===== config.mk =====
export PLATFORM = sky130hd
export DESIGN_NAME = static_nat_rewrite_incremental_checksum
export DESIGN_NICKNAME = d
export VERILOG_FILES = /design/src/rtl/snat_pkg.sv /design/src/rtl/snat_front.sv /design/src/rtl/snat_queue.sv /design/src/rtl/snat_back.sv /design/src/rtl/static_nat_rewrite_incremental_checksum.sv
export SDC_FILE = /design/constraint.sdc
export NUM_CORES = 2
export LEC_CHECK = 0
export BUFFER_PORTS_ARGS = -buffer_cell sky130_fd_sc_hd__buf_2
export CORE_MARGIN = 2
export CORE_UTILIZATION = 25
export CTS_CLUSTER_DIAMETER = 30
export DETAILED_ROUTE_END_ITERATION = 12
export HOLD_SLACK_MARGIN = 0.12
export PLACE_DENSITY_LB_ADDON = 0.25
export SYNTH_ARGS = -nofsm -noshare
export SYNTH_HDL_FRONTEND = slang
export SYNTH_HIERARCHICAL = 1
export SYNTH_SLANG_ARGS = --single-unit

===== constraint.sdc =====
create_clock -name clk -period 18.5 [get_ports clk]
set_input_delay 3.7 -clock clk [delete_from_list [all_inputs] [get_ports clk]]
set_output_delay 3.7 -clock clk [all_outputs]
set_load 0.005 [all_outputs]

===== src/rtl/snat_pkg.sv =====
// Shared types, register indexes and checksum helpers for the static NAT rewrite.
// Used by every module of the block; depends on nothing.
package snat_pkg;

	// Configuration register indexes
	localparam int CFG_INDEX_W = 8;
	localparam logic [CFG_INDEX_W-1:0] CFG_INSIDE_A = 8'd0;
	localparam logic [CFG_INDEX_W-1:0] CFG_ROUTER_A = 8'd1;
	localparam logic [CFG_INDEX_W-1:0] CFG_INSIDE_B = 8'd2;
	localparam logic [CFG_INDEX_W-1:0] CFG_ROUTER_B = 8'd3;

	// Protocol numbers that carry a pseudo-header checksum
	localparam logic [7:0] PROTO_TCP = 8'd6;
	localparam logic [7:0] PROTO_UDP = 8'd17;

	localparam logic [15:0] CSUM_ONES = 16'hffff;

	// Queue between classifier and checksum pipeline
	localparam int QUEUE_DEPTH = 2;
	localparam int QPTR_W      = $clog2(QUEUE_DEPTH);
	localparam int QCNT_W      = $clog2(QUEUE_DEPTH + 1);

	// Classified header, as it leaves the front end
	typedef struct packed {
		logic        hit;
		logic        l4;
		logic [31:0] src;
		logic [31:0] dst;
		logic [31:0] nsrc;
		logic [31:0] ndst;
		logic [15:0] hcs;
		logic [15:0] tcs;
	} snat_item_t;

	// Finished result
	typedef struct packed {
		logic        matched;
		logic        transport_updated;
		logic [31:0] new_source;
		logic [31:0] new_dest;
		logic [15:0] new_header_checksum;
		logic [15:0] new_transport_checksum;
	} snat_result_t;

	// One 16-bit half: subtract old with end-around borrow, add new, fold, complement
	function automatic logic [15:0] update_half(input logic [15:0] csum,
			input logic [15:0] old_half, input logic [15:0] new_half);
		logic [15:0] s;
		logic [16:0] d;
		logic [16:0] t;
		logic [16:0] t1;
		logic [15:0] t2;
		s = ~csum;
		if (s >= old_half) begin
			d = {1'b0, s} - {1'b0, old_half};
		end else begin
			d = {1'b0, s} + {1'b0, CSUM_ONES} - {1'b0, old_half};
		end
		t  = {1'b0, d[15:0]} + {1'b0, new_half};
		t1 = {16'd0, t[16]} + {1'b0, t[15:0]};
		t2 = t1[15:0] + {15'd0, t1[16]};
		return ~t2;
	endfunction

	// Both halves of one address, high half first; a zero result reads as all ones
	function automatic logic [15:0] update_addr(input logic [15:0] csum,
			input logic [31:0] old_addr, input logic [31:0] new_addr);
		logic [15:0] c;
		c = update_half(csum, old_addr[31:16], new_addr[31:16]);
		c = update_half(c, old_addr[15:0], new_addr[15:0]);
		if (c == 16'd0) begin
			c = CSUM_ONES;
		end
		return c;
	endfunction

endpackage


===== src/rtl/snat_front.sv =====
// Front end: translation rule registers, rule match and transport classification.
// Depends on snat_pkg.
module snat_front (
	input  logic                               clk,
	input  logic                               arst_n,
	// configuration writes
	input  logic                               cfg_valid,
	output logic                               cfg_ready,
	input  logic [snat_pkg::CFG_INDEX_W-1:0]   cfg_index,
	input  logic [31:0]                        cfg_data,
	// incoming header
	input  logic                               in_valid,
	output logic                               in_ready,
	input  logic [31:0]                        source_address,
	input  logic [31:0]                        dest_address,
	input  logic [7:0]                         protocol,
	input  logic [12:0]                        fragment_offset,
	input  logic [15:0]                        header_checksum,
	input  logic [15:0]                        transport_checksum,
	// classified item toward the queue
	output logic                               out_valid,
	input  logic                               out_ready,
	output snat_pkg::snat_item_t               out_item
);

	logic [31:0] inside_a_q, router_a_q, inside_b_q, router_b_q;
	logic        valid_s1;
	snat_pkg::snat_item_t item_s1;
	snat_pkg::snat_item_t item_d;
	logic        hit_a, hit_b, l4_proto;

	assign cfg_ready = 1'b1;

	// Rule registers
	always_ff @(posedge clk or negedge arst_n) begin
		if (!arst_n) begin
			inside_a_q <= '0;
			router_a_q <= '0;
			inside_b_q <= '0;
			router_b_q <= '0;
		end else if (cfg_valid && cfg_ready) begin
			case (cfg_index)
				snat_pkg::CFG_INSIDE_A: inside_a_q <= cfg_data;
				snat_pkg::CFG_ROUTER_A: router_a_q <= cfg_data;
				snat_pkg::CFG_INSIDE_B: inside_b_q <= cfg_data;
				snat_pkg::CFG_ROUTER_B: router_b_q <= cfg_data;
				default: ;
			endcase
		end
	end

	// Rule match, A rule first
	always_comb begin
		hit_a    = (source_address == inside_a_q) && (dest_address == router_a_q);
		hit_b    = (source_address == inside_b_q) && (dest_address == router_b_q);
		l4_proto = (protocol == snat_pkg::PROTO_TCP) || (protocol == snat_pkg::PROTO_UDP);
		item_d.src  = source_address;
		item_d.dst  = dest_address;
		item_d.hcs  = header_checksum;
		item_d.tcs  = transport_checksum;
		item_d.hit  = hit_a || hit_b;
		item_d.l4   = (hit_a || hit_b) && l4_proto && (fragment_offset == 13'd0);
		if (hit_a) begin
			item_d.nsrc = router_b_q;
			item_d.ndst = inside_b_q;
		end else if (hit_b) begin
			item_d.nsrc = router_a_q;
			item_d.ndst = inside_a_q;
		end else begin
			item_d.nsrc = source_address;
			item_d.ndst = dest_address;
		end
	end

	// Stage register; refills as it drains
	assign in_ready = !valid_s1 || out_ready;

	always_ff @(posedge clk or negedge arst_n) begin
		if (!arst_n) begin
			valid_s1 <= 1'b0;
		end else if (in_ready) begin
			valid_s1 <= in_valid;
		end
	end

	always_ff @(posedge clk) begin
		if (in_ready && in_valid) begin
			item_s1 <= item_d;
		end
	end

	assign out_valid = valid_s1;
	assign out_item  = item_s1;

endmodule


===== src/rtl/snat_queue.sv =====
// Short queue of classified items between the front end and the checksum pipeline.
// Depends on snat_pkg.
module snat_queue (
	input  logic                  clk,
	input  logic                  arst_n,
	input  logic                  push_valid,
	output logic                  push_ready,
	input  snat_pkg::snat_item_t  push_item,
	output logic                  pop_valid,
	input  logic                  pop_ready,
	output snat_pkg::snat_item_t  pop_item
);

	snat_pkg::snat_item_t         mem_q [snat_pkg::QUEUE_DEPTH];
	logic [snat_pkg::QPTR_W-1:0]  wr_ptr_q, rd_ptr_q;
	logic [snat_pkg::QCNT_W-1:0]  count_q;
	logic                         do_push, do_pop;

	assign push_ready = (count_q != snat_pkg::QCNT_W'(snat_pkg::QUEUE_DEPTH));
	assign pop_valid  = (count_q != '0);
	assign do_push    = push_valid && push_ready;
	assign do_pop     = pop_valid && pop_ready;
	assign pop_item   = mem_q[rd_ptr_q];

	// Pointers and fill count
	always_ff @(posedge clk or negedge arst_n) begin
		if (!arst_n) begin
			wr_ptr_q <= '0;
			rd_ptr_q <= '0;
			count_q  <= '0;
		end else begin
			if (do_push) begin
				wr_ptr_q <= (wr_ptr_q == snat_pkg::QPTR_W'(snat_pkg::QUEUE_DEPTH - 1))
					? '0 : wr_ptr_q + 1'b1;
			end
			if (do_pop) begin
				rd_ptr_q <= (rd_ptr_q == snat_pkg::QPTR_W'(snat_pkg::QUEUE_DEPTH - 1))
					? '0 : rd_ptr_q + 1'b1;
			end
			if (do_push && !do_pop) begin
				count_q <= count_q + 1'b1;
			end else if (do_pop && !do_push) begin
				count_q <= count_q - 1'b1;
			end
		end
	end

	// Storage
	always_ff @(posedge clk) begin
		if (do_push) begin
			mem_q[wr_ptr_q] <= push_item;
		end
	end

endmodule


===== src/rtl/snat_back.sv =====
// Back end: two-stage incremental checksum update, source address then destination.
// Depends on snat_pkg; the last stage is the output register.
module snat_back (
	input  logic                   clk,
	input  logic                   arst_n,
	input  logic                   in_valid,
	output logic                   in_ready,
	input  snat_pkg::snat_item_t   in_item,
	output logic                   out_valid,
	input  logic                   out_ready,
	output snat_pkg::snat_result_t out_result
);

	logic                 valid_s2, valid_s3;
	logic                 ready_s2, ready_s3;
	snat_pkg::snat_item_t item_d2;
	snat_pkg::snat_item_t item_s2;
	snat_pkg::snat_result_t res_s3;

	assign ready_s3 = !valid_s3 || out_ready;
	assign ready_s2 = !valid_s2 || ready_s3;
	assign in_ready = ready_s2;

	// Stage valids
	always_ff @(posedge clk or negedge arst_n) begin
		if (!arst_n) begin
			valid_s2 <= 1'b0;
			valid_s3 <= 1'b0;
		end else begin
			if (ready_s2) begin
				valid_s2 <= in_valid;
			end
			if (ready_s3) begin
				valid_s3 <= valid_s2;
			end
		end
	end

	// Source address update on both checksums
	always_comb begin
		item_d2 = in_item;
		if (in_item.hit) begin
			item_d2.hcs = snat_pkg::update_addr(in_item.hcs, in_item.src, in_item.nsrc);
		end
		if (in_item.l4) begin
			item_d2.tcs = snat_pkg::update_addr(in_item.tcs, in_item.src, in_item.nsrc);
		end
	end

	always_ff @(posedge clk) begin
		if (ready_s2 && in_valid) begin
			item_s2 <= item_d2;
		end
	end

	// Destination address update, result register
	always_ff @(posedge clk) begin
		if (ready_s3 && valid_s2) begin
			res_s3.matched           <= item_s2.hit;
			res_s3.transport_updated <= item_s2.l4;
			res_s3.new_source        <= item_s2.nsrc;
			res_s3.new_dest          <= item_s2.ndst;
			res_s3.new_header_checksum <= item_s2.hit
				? snat_pkg::update_addr(item_s2.hcs, item_s2.dst, item_s2.ndst)
				: item_s2.hcs;
			res_s3.new_transport_checksum <= item_s2.l4
				? snat_pkg::update_addr(item_s2.tcs, item_s2.dst, item_s2.ndst)
				: item_s2.tcs;
		end
	end

	assign out_valid  = valid_s3;
	assign out_result = res_s3;

endmodule


===== src/rtl/static_nat_rewrite_incremental_checksum.sv =====
// Top level of the static two-rule NAT rewrite with incremental checksum update.
// Depends on snat_pkg, snat_front, snat_queue and snat_back.
//
//   channel  direction  handshake           payload
//   s_*      in         s_tvalid/s_tready   s_tdata: IPv4 header fields
//   m_*      out        m_tvalid/m_tready   m_tdata: rewritten fields, m_tuser: flags
//   cfg_*    in         cfg_valid/cfg_ready cfg_index, cfg_data: rule register write
//
// One header per cycle sustained while m_tready stays high; a header passes the match
// stage, the queue, the source update and the destination update on its way to m_tdata.
// The checksum pipeline sets the rate: two half-word updates per stage and checksum.
// Reset clears the rule registers to zero and empties every stage and the queue.
// A stall on the master side fills the back end and the 2-entry queue first;
// s_tready drops only when the match stage cannot drain.
module static_nat_rewrite_incremental_checksum (
	input  logic                             clk,
	input  logic                             arst_n,
	input  logic                             s_tvalid,
	output logic                             s_tready,
	// source_address, dest_address, protocol, fragment_offset,
	// header_checksum, transport_checksum, 3 zero pad bits
	input  logic [119:0]                     s_tdata,
	output logic                             m_tvalid,
	input  logic                             m_tready,
	// new_source, new_dest, new_header_checksum, new_transport_checksum
	output logic [95:0]                      m_tdata,
	// matched, transport_updated
	output logic [1:0]                       m_tuser,
	input  logic                             cfg_valid,
	output logic                             cfg_ready,
	input  logic [snat_pkg::CFG_INDEX_W-1:0] cfg_index,
	input  logic [31:0]                      cfg_data
);

	logic                   fq_valid, fq_ready;
	logic                   qb_valid, qb_ready;
	snat_pkg::snat_item_t   fq_item, qb_item;
	snat_pkg::snat_result_t result;

	// Classify
	snat_front u_front (
		.clk                (clk),
		.arst_n             (arst_n),
		.cfg_valid          (cfg_valid),
		.cfg_ready          (cfg_ready),
		.cfg_index          (cfg_index),
		.cfg_data           (cfg_data),
		.in_valid           (s_tvalid),
		.in_ready           (s_tready),
		.source_address     (s_tdata[31:0]),
		.dest_address       (s_tdata[63:32]),
		.protocol           (s_tdata[71:64]),
		.fragment_offset    (s_tdata[84:72]),
		.header_checksum    (s_tdata[100:85]),
		.transport_checksum (s_tdata[116:101]),
		.out_valid          (fq_valid),
		.out_ready          (fq_ready),
		.out_item           (fq_item)
	);

	// Decouple
	snat_queue u_queue (
		.clk        (clk),
		.arst_n     (arst_n),
		.push_valid (fq_valid),
		.push_ready (fq_ready),
		.push_item  (fq_item),
		.pop_valid  (qb_valid),
		.pop_ready  (qb_ready),
		.pop_item   (qb_item)
	);

	// Update checksums
	snat_back u_back (
		.clk        (clk),
		.arst_n     (arst_n),
		.in_valid   (qb_valid),
		.in_ready   (qb_ready),
		.in_item    (qb_item),
		.out_valid  (m_tvalid),
		.out_ready  (m_tready),
		.out_result (result)
	);

	// Result packing
	assign m_tdata = {result.new_transport_checksum, result.new_header_checksum,
		result.new_dest, result.new_source};
	assign m_tuser = {result.transport_updated, result.matched};

endmodule

Yosys cells after proc, flatten, opt, wreduce, memory -nomap -nowiden
Memory sizes are Yosys's and may differ from the RTL's.
Cells that the tools add are included.
W data, S select, Z words.
- register bits after elaboration: 525
- memories: 1
- bits in read-only memories: 0
- input bits: 165
- bits in latches: 0
- RAM bits: 324
- add/sub/neg operators: 52
- divide/modulo/power cells: 0
- reductions and logical operators: 32
- multipliers: 0
- multiplexer cells: 32
- shifts and indexed selects: 0
- bitwise gates (word level): 16
- equal/unequal tests: 10
- order comparisons: 8
- memories (name ; depth ; width ; read ports ; clocked after Yosys merged registers in ; write ports ; RTL line ; source):
    u_queue.mem_q ; 2 ; 162 ; 1 ; 0 ; 1 ; snat_queue.sv:14 ; snat_pkg::snat_item_t mem_q [snat_pkg::QUEUE_DEPTH];
- operator list (cell ; number):
    $mux W16 ; 24
    $not A16 Y16 ; 16
    $sub A16 B16 Y16 ; 16
    $add A1 B16 Y17 ; 8
    $add A16 B16 Y17 ; 8
    $add A16 B1 Y16 ; 8
    $add A16 B16 Y16 const B ; 8
    $eq A32 B32 Y1 ; 4
    $ge A16 B16 Y1 ; 8
    $mux W64 ; 2
    $logic_not A16 Y1 ; 4
    $eq A8 B2 Y1 const B ; 2
    $logic_not A13 Y1 ; 1
    $logic_and A1 B1 Y1 ; 10
    $eq A8 B1 Y1 const B ; 1
    $eq A8 B3 Y1 const B ; 1
    $eq A8 B5 Y1 const B ; 1
    $logic_not A8 Y1 ; 1
    $reduce_and A2 Y1 ; 4
    $logic_not A1 Y1 ; 5
    $logic_or A1 B1 Y1 ; 5
    $mux W1 ; 4
    $mux W2 ; 2
    $reduce_bool A2 Y1 ; 2
    4 further kinds ; 5

Depth between registers and ports, before layout
An unclocked memory read counts as a cell.
- depth after elaboration: 22
- depth in mapped cells: 87

Hierarchy
The synthesis kept the hierarchy.
- modules (own cells, without submodules) (module ; cells an instance ; area an instance (um2) ; instances ; sequential area each (um2)):
    snat_back ; 2993 ; 26195.1 ; 1 ; 6896.6
    snat_front ; 835 ; 12477.0 ; 1 ; 8092.8
    snat_queue ; 522 ; 12156.7 ; 1 ; 9829.4

Worst setup path before layout
Ideal clock, no wire load.
- path type: flip-flop to flip-flop
- start: register u_queue.rd_ptr_q
- end: register u_back/item_s2[28] (netlist bit) (data pin)
- library setup time: 158 ps
- cell stages (with the launch flop): 84
- buffers on the path: 4
- required time: 18342 ps
- arrival: 15443 ps
- slack: 2899 ps
- period minus slack after synthesis: 15601 ps
- cells stage by stage: dfrtp_1 -> buf_6 -> buf_2 -> mux2_2 -> ha_1 -> fa_1 -> a21boi_0 -> o21ai_0 -> a22oi_1 -> a31oi_1 -> mux2i_1 -> and4_1 -> a2111oi_0 -> a211oi_1 -> a21oi_1 -> o21ai_0 -> xor2_1 -> ha_1 -> (+48 left out) -> o211ai_1 -> nor4_2 -> nand2_1 -> nor3_1 -> nand2_1 -> nor2_1 -> and3_1 -> ha_1 -> ha_1 -> nand4_1 -> or4_1 -> a211o_1 -> a21boi_0 -> o221ai_1 -> nor4_2 -> nand3_2 -> buf_2 -> o211ai_1
- RTL lines (what ; RTL line ; source):
    from (decl) ; snat_queue.sv:15 ; logic [snat_pkg::QPTR_W-1:0] wr_ptr_q, rd_ptr_q;
    from (signal assigned) ; snat_queue.sv:37 ; rd_ptr_q <= (rd_ptr_q == snat_pkg::QPTR_W'(snat_pkg::QUEUE_DEPTH - 1))
    to (signal assigned) ; snat_back.sv:52 ; item_s2 <= item_d2;
    to (decl) ; snat_back.sv:17 ; snat_pkg::snat_item_t item_s2;

==> results by stage <==
Synth:
- Dividing the synthesized area by the synthesized cell count gives 11.7 um2.
- The compound-cell area share of the yosys netlist came to 0.120.
- The post-synthesis share of cell area spent on full adders, half adders and majority gates is 0.0839.
- The cell count after synthesis came out at 4350.
- The multiplexer share of the synthesized area is 0.0860.
- The count of flip-flops with a built-in enable after synthesis is 714.
- Summing every instance area after synthesis gives 0.0508 mm2.
- By area the synthesized netlist is led by sky130_fd_sc_hd__edfxtp_1 42%, sky130_fd_sc_hd__ha_1 7.4%, sky130_fd_sc_hd__dfrtp_1 6.6%.
- The most common cell in the synthesized netlist is sky130_fd_sc_hd__edfxtp_1.
- Of the synthesized area, sequential elements account for 0.488.
- The async set or reset register ratio after synthesis is 0.159.
- In the synthesized netlist the dominant register cell turns out to be sky130_fd_sc_hd__edfxtp_1.
- The synthesized netlist contains 114 unique library cells.
- Of the post-synthesis cell area, the dominant cell type holds 0.422.
- During synthesis, Yosys emitted a total of 6 warnings.
- The total of flip-flops plus latches after synthesis is 849.
- When the netlist entered floorplanning its net count stood at 4840.
- The simple logic cell fraction of the synthesized area is 0.107.
- By count the netlist is led by 714 x sky130_fd_sc_hd__edfxtp_1, 333 x sky130_fd_sc_hd__nand2_1, 301 x sky130_fd_sc_hd__ha_1, 275 x sky130_fd_sc_hd__xor2_1, 224 x sky130_fd_sc_hd__xnor2_1.
- The synthesized-area fraction occupied by xor and xnor cells is 0.0876.
- By area, the combinational part of the netlist is dominated by compound AO/OA/AOI/OAI gates.
- The post-synthesis cell type with the largest combined area is sky130_fd_sc_hd__edfxtp_1.

Setup path:
- Measured in cells, the most critical reg-to-reg path has a length of 73.
- STA puts the critical path data arrival time at 17930 ps.
- The kind of capture point of the worst setup path is a flop.
- The stage delay of the slowest cell on the critical path is 660 ps.
- The setup check on the worst reg-to-reg path leaves a slack of 1190 ps.
- The critical path is of the flop to flop type.
- The slowest cell on the critical path is sky130_fd_sc_hd__a2111oi_0.
- The worst register-to-register path begins at u_queue/rd_ptr_q.
- In this run the worst path has a maximum fanout of 16.
- The required time of the critical path is 19110 ps.
- The worst register-to-register path ends at u_back/item_s2[12].
- STA classifies the critical path startpoint as a flop.
- The most numerous cell type found on the critical path is sky130_fd_sc_hd__ha_1.

Clock network:
- The clock latency at the later pin of the worst-skew pair is 790 ps.
- The tree is rooted in a sky130_fd_sc_hd__clkbuf_16.
- TritonCTS built the clock tree.
- After clock tree synthesis, the clock-pin slew on the worst setup and hold paths is 50 ps.
- Buffers inserted during clock tree synthesis total 188.
- The level count of the clock H-tree is 4.
- After clock tree synthesis, the flow added hold-fix buffers numbering 0.
- Counting along the longest clock path gives a buffer depth of 3.
- Counting every sink on the clock net gives 849.

STA:
- Summed over all failing endpoints, the final setup total negative slack is 0 ps.
- Setup repair after global routing left no endpoint under its margin.
- The count of final hold-check violations is 0.
- In the finished design, the share of the clock period the worst path needs comes to 0.936.
- The worst max-slew margin expressed relative to the limit is 0.326.
- The post-layout minimum cycle time is 17310 ps.
- The transition at the pin with the smallest max-transition slack is 1010 ps.
- Derived from the worst setup path, the maximum achievable clock frequency is 57.8 MHz.
- The total setup violations reported at the end of the flow is 0.
- The number of pins with negative max-slew slack in the final report is 0.
- The clock skew after layout is 57.6 ps.

Min path:
- The worst hold-check path type is flop to flop.
- The worst hold path was traced through 0 stages.
- The worst hold path terminates at u_back/out_result[67].
- The hold path startpoint is u_back/item_s2[67].

Final layout:
- Of the cells placed in the final design, the portion with a size suffix greater than 1 is 0.211.
- The growth of design area from synthesis to finish is 22.9%.
- For this run, the share of the core covered by cells in the final layout is 0.309.
- The filler cell count in the final layout is 20367.
- The final layout contains 5252 nets.

Floorplan:
- The total die area is 0.207 mm2.
- The effective utilization at floorplan is 0.251.
- The floorplan step set the die height to 455 um.
- The core region is 0.202 mm2.
- The placement row count is 165.
- Pin placement for this block handled 266 I/O pins.
- The width of the die is 455 um.

Global routing:
- Summed over all layers, the global routing overflow is 0.
- The number of global-route vias before repair came to 35514.
- The pin count of the biggest net entering global routing is 86.
- The initial antenna violation count came to 57.
- The total global-route track usage is 0.166.
- The first global-routing pass estimated 247 mm of wire.

Placement:
- The placer's final routability congestion estimate is 0.894.
- The half-perimeter wire length after detailed placement is 137 mm.
- Port buffering added 261 buffers.

Drt:
- The final wirelength is 176 mm.
- Dividing the detail-routed via count by the number of cells gives 4.76.
- The length of the first detailed-routing pass in iterations is 5.
- For this block, the via count after detailed routing is 36212.
- The first routing iteration left 2641 violations.
- The average wire per standard cell is 23.1 um.
- The number of routed nets with antenna violations is 0.
- The detailed-route DRC error count is 0.

Flow run:
- The reported max-cap violation count is 0.

Outcome:
- The run finished with clean final reports.
## critical path: cells and delay by family (launching register included)
family / cells / cell delay, ps
compound gates: 28 / 6090
xor+xnor: 3 / 540
fa+ha+maj: 11 / 2850
buf+inv: 4 / 650
flops: 1 / 420
mux: 2 / 590
simple gates: 25 / 5970
## area by class of cell
type                       instances  area [um2]  area share
multi-input combinational       3181       24800       0.397
tap                             2672        3340      0.0535
sequential                       849       24800       0.397
antenna                           11        27.5    0.000440
clock inverter                   143        1970      0.0315
inverter                         212         796      0.0127
timing repair buffer             330        1900      0.0305
clock buffer                     208        4840      0.0775
## per-stage QoR
| stage | instance area, um2 | worst slack, ps | cells | hold WS [ps] |
|---|---|---|---|---|
| 2_1_floorplan | 50800 | 2900 | 4350 | 400 |
| 3_3_place_gp | 55400 | 702 | 7230 | 407 |
| 3_5_place_dp | 55400 | 615 | 7230 | 405 |
| 4_1_cts | 62200 | 587 | 7581 | 409 |
| 5_1_grt | 62500 | 7.17 | 7599 | 419 |
| 6_report | 62500 | 1190 | 7606 | 409 |
## sequential cells by signal (all words and copies together) (netlist names)
signal,cells
u_front/router_a_q,32
u_queue/count_q,2
u_front/inside_a_q,32
u_queue/rd_ptr_q,1
u_back/valid_s2,1
u_back/out_result,98
u_back/out_valid,1
u_queue/mem_q,324
u_front/out_item,162
u_queue/wr_ptr_q,1
u_back/item_s2,130
u_front/inside_b_q,32
u_front/out_valid,1
u_front/router_b_q,32
## repair_timing
item | 4_1_cts | 5_1_grt
gates resized for setup | 0 | 26
buffers inserted | 0 | 14
endpoints found under the setup margin | 0 | 64
## cells by family (layout without fill, tap and decap cells)
group                      count (synthesis)  count (layout)
and+or+nand+nor                         1065            1065
AOI/OAI and AO/OA                        911             911
DFF                                      849             849
xor gates and xnor gates                 503             503
muxes                                    374             374
adders and majority gates                327             327
buffers and inverters                    320             893
other                                      1              12
## per-layer routing
| layer | up-vias | GRT usage | part of all wire | routed length (um) |
|---|---|---|---|---|
| met5 | - | 0 | 0.0011 | 197 |
| met1 | 17711 | 0.218 | 0.45 | 78600 |
| met3 | 288 | 0.0380 | 0.061 | 10700 |
| met2 | 1025 | 0.265 | 0.46 | 80600 |
| met4 | 32 | 0.0581 | 0.031 | 5440 |
| li1 | 17156 | - | - | - |
## placed cells by master (no fill, tap or decap), types with 19 or more instances in the layout
cell type | synthesis | routed
sky130_fd_sc_hd__mux2_4 | 70 | 70
sky130_fd_sc_hd__nand2b_1 | 49 | 49
sky130_fd_sc_hd__nand2_1 | 333 | 332
sky130_fd_sc_hd__dfrtp_1 | 135 | 134
sky130_fd_sc_hd__a21oi_1 | 177 | 176
sky130_fd_sc_hd__o21ai_1 | 55 | 59
sky130_fd_sc_hd__o211ai_1 | 58 | 58
sky130_fd_sc_hd__nor2_1 | 182 | 181
sky130_fd_sc_hd__xor2_1 | 275 | 275
sky130_fd_sc_hd__mux2_2 | 221 | 221
sky130_fd_sc_hd__nor2b_1 | 32 | 32
sky130_fd_sc_hd__o21ai_0 | 184 | 180
sky130_fd_sc_hd__nor4_1 | 61 | 57
sky130_fd_sc_hd__nand4_1 | 41 | 41
sky130_fd_sc_hd__buf_4 | 10 | 63
sky130_fd_sc_hd__clkinv_2 | 0 | 26
sky130_fd_sc_hd__nand3_1 | 84 | 83
sky130_fd_sc_hd__mux2i_1 | 83 | 83
sky130_fd_sc_hd__ha_1 | 301 | 300
sky130_fd_sc_hd__o21bai_1 | 30 | 29
sky130_fd_sc_hd__bufinv_16 | 0 | 38
sky130_fd_sc_hd__fa_1 | 24 | 24
sky130_fd_sc_hd__a21o_1 | 102 | 102
sky130_fd_sc_hd__xnor2_1 | 224 | 221
sky130_fd_sc_hd__clkinv_1 | 0 | 19
sky130_fd_sc_hd__nor3_1 | 77 | 75
sky130_fd_sc_hd__and2_1 | 25 | 22
sky130_fd_sc_hd__o21a_1 | 48 | 48
sky130_fd_sc_hd__a31oi_1 | 32 | 30
sky130_fd_sc_hd__clkinvlp_4 | 0 | 22
sky130_fd_sc_hd__edfxtp_1 | 714 | 714
sky130_fd_sc_hd__a211oi_1 | 32 | 32
sky130_fd_sc_hd__inv_1 | 212 | 212
sky130_fd_sc_hd__buf_2 | 22 | 260
sky130_fd_sc_hd__clkbuf_16 | 0 | 190
sky130_fd_sc_hd__and3_1 | 49 | 48
## worst max path at each step
stage | end | slack [ps] | from
floorplan | u_back/item_s2[28] | 2900 | u_queue/rd_ptr_q
global placement | u_back/item_s2[12] | 700 | u_queue/rd_ptr_q
detailed placement | u_back/item_s2[12] | 610 | u_queue/rd_ptr_q
CTS | u_back/item_s2[12] | 590 | u_queue/rd_ptr_q
global route | u_back/item_s2[29] | 7 | u_queue/rd_ptr_q
finish | u_back/item_s2[12] | 1190 | u_queue/rd_ptr_q
Power is left out: the tool's default activity adds up to more than one toggle a clock period on the data nets, which glitch-free logic cannot reach.
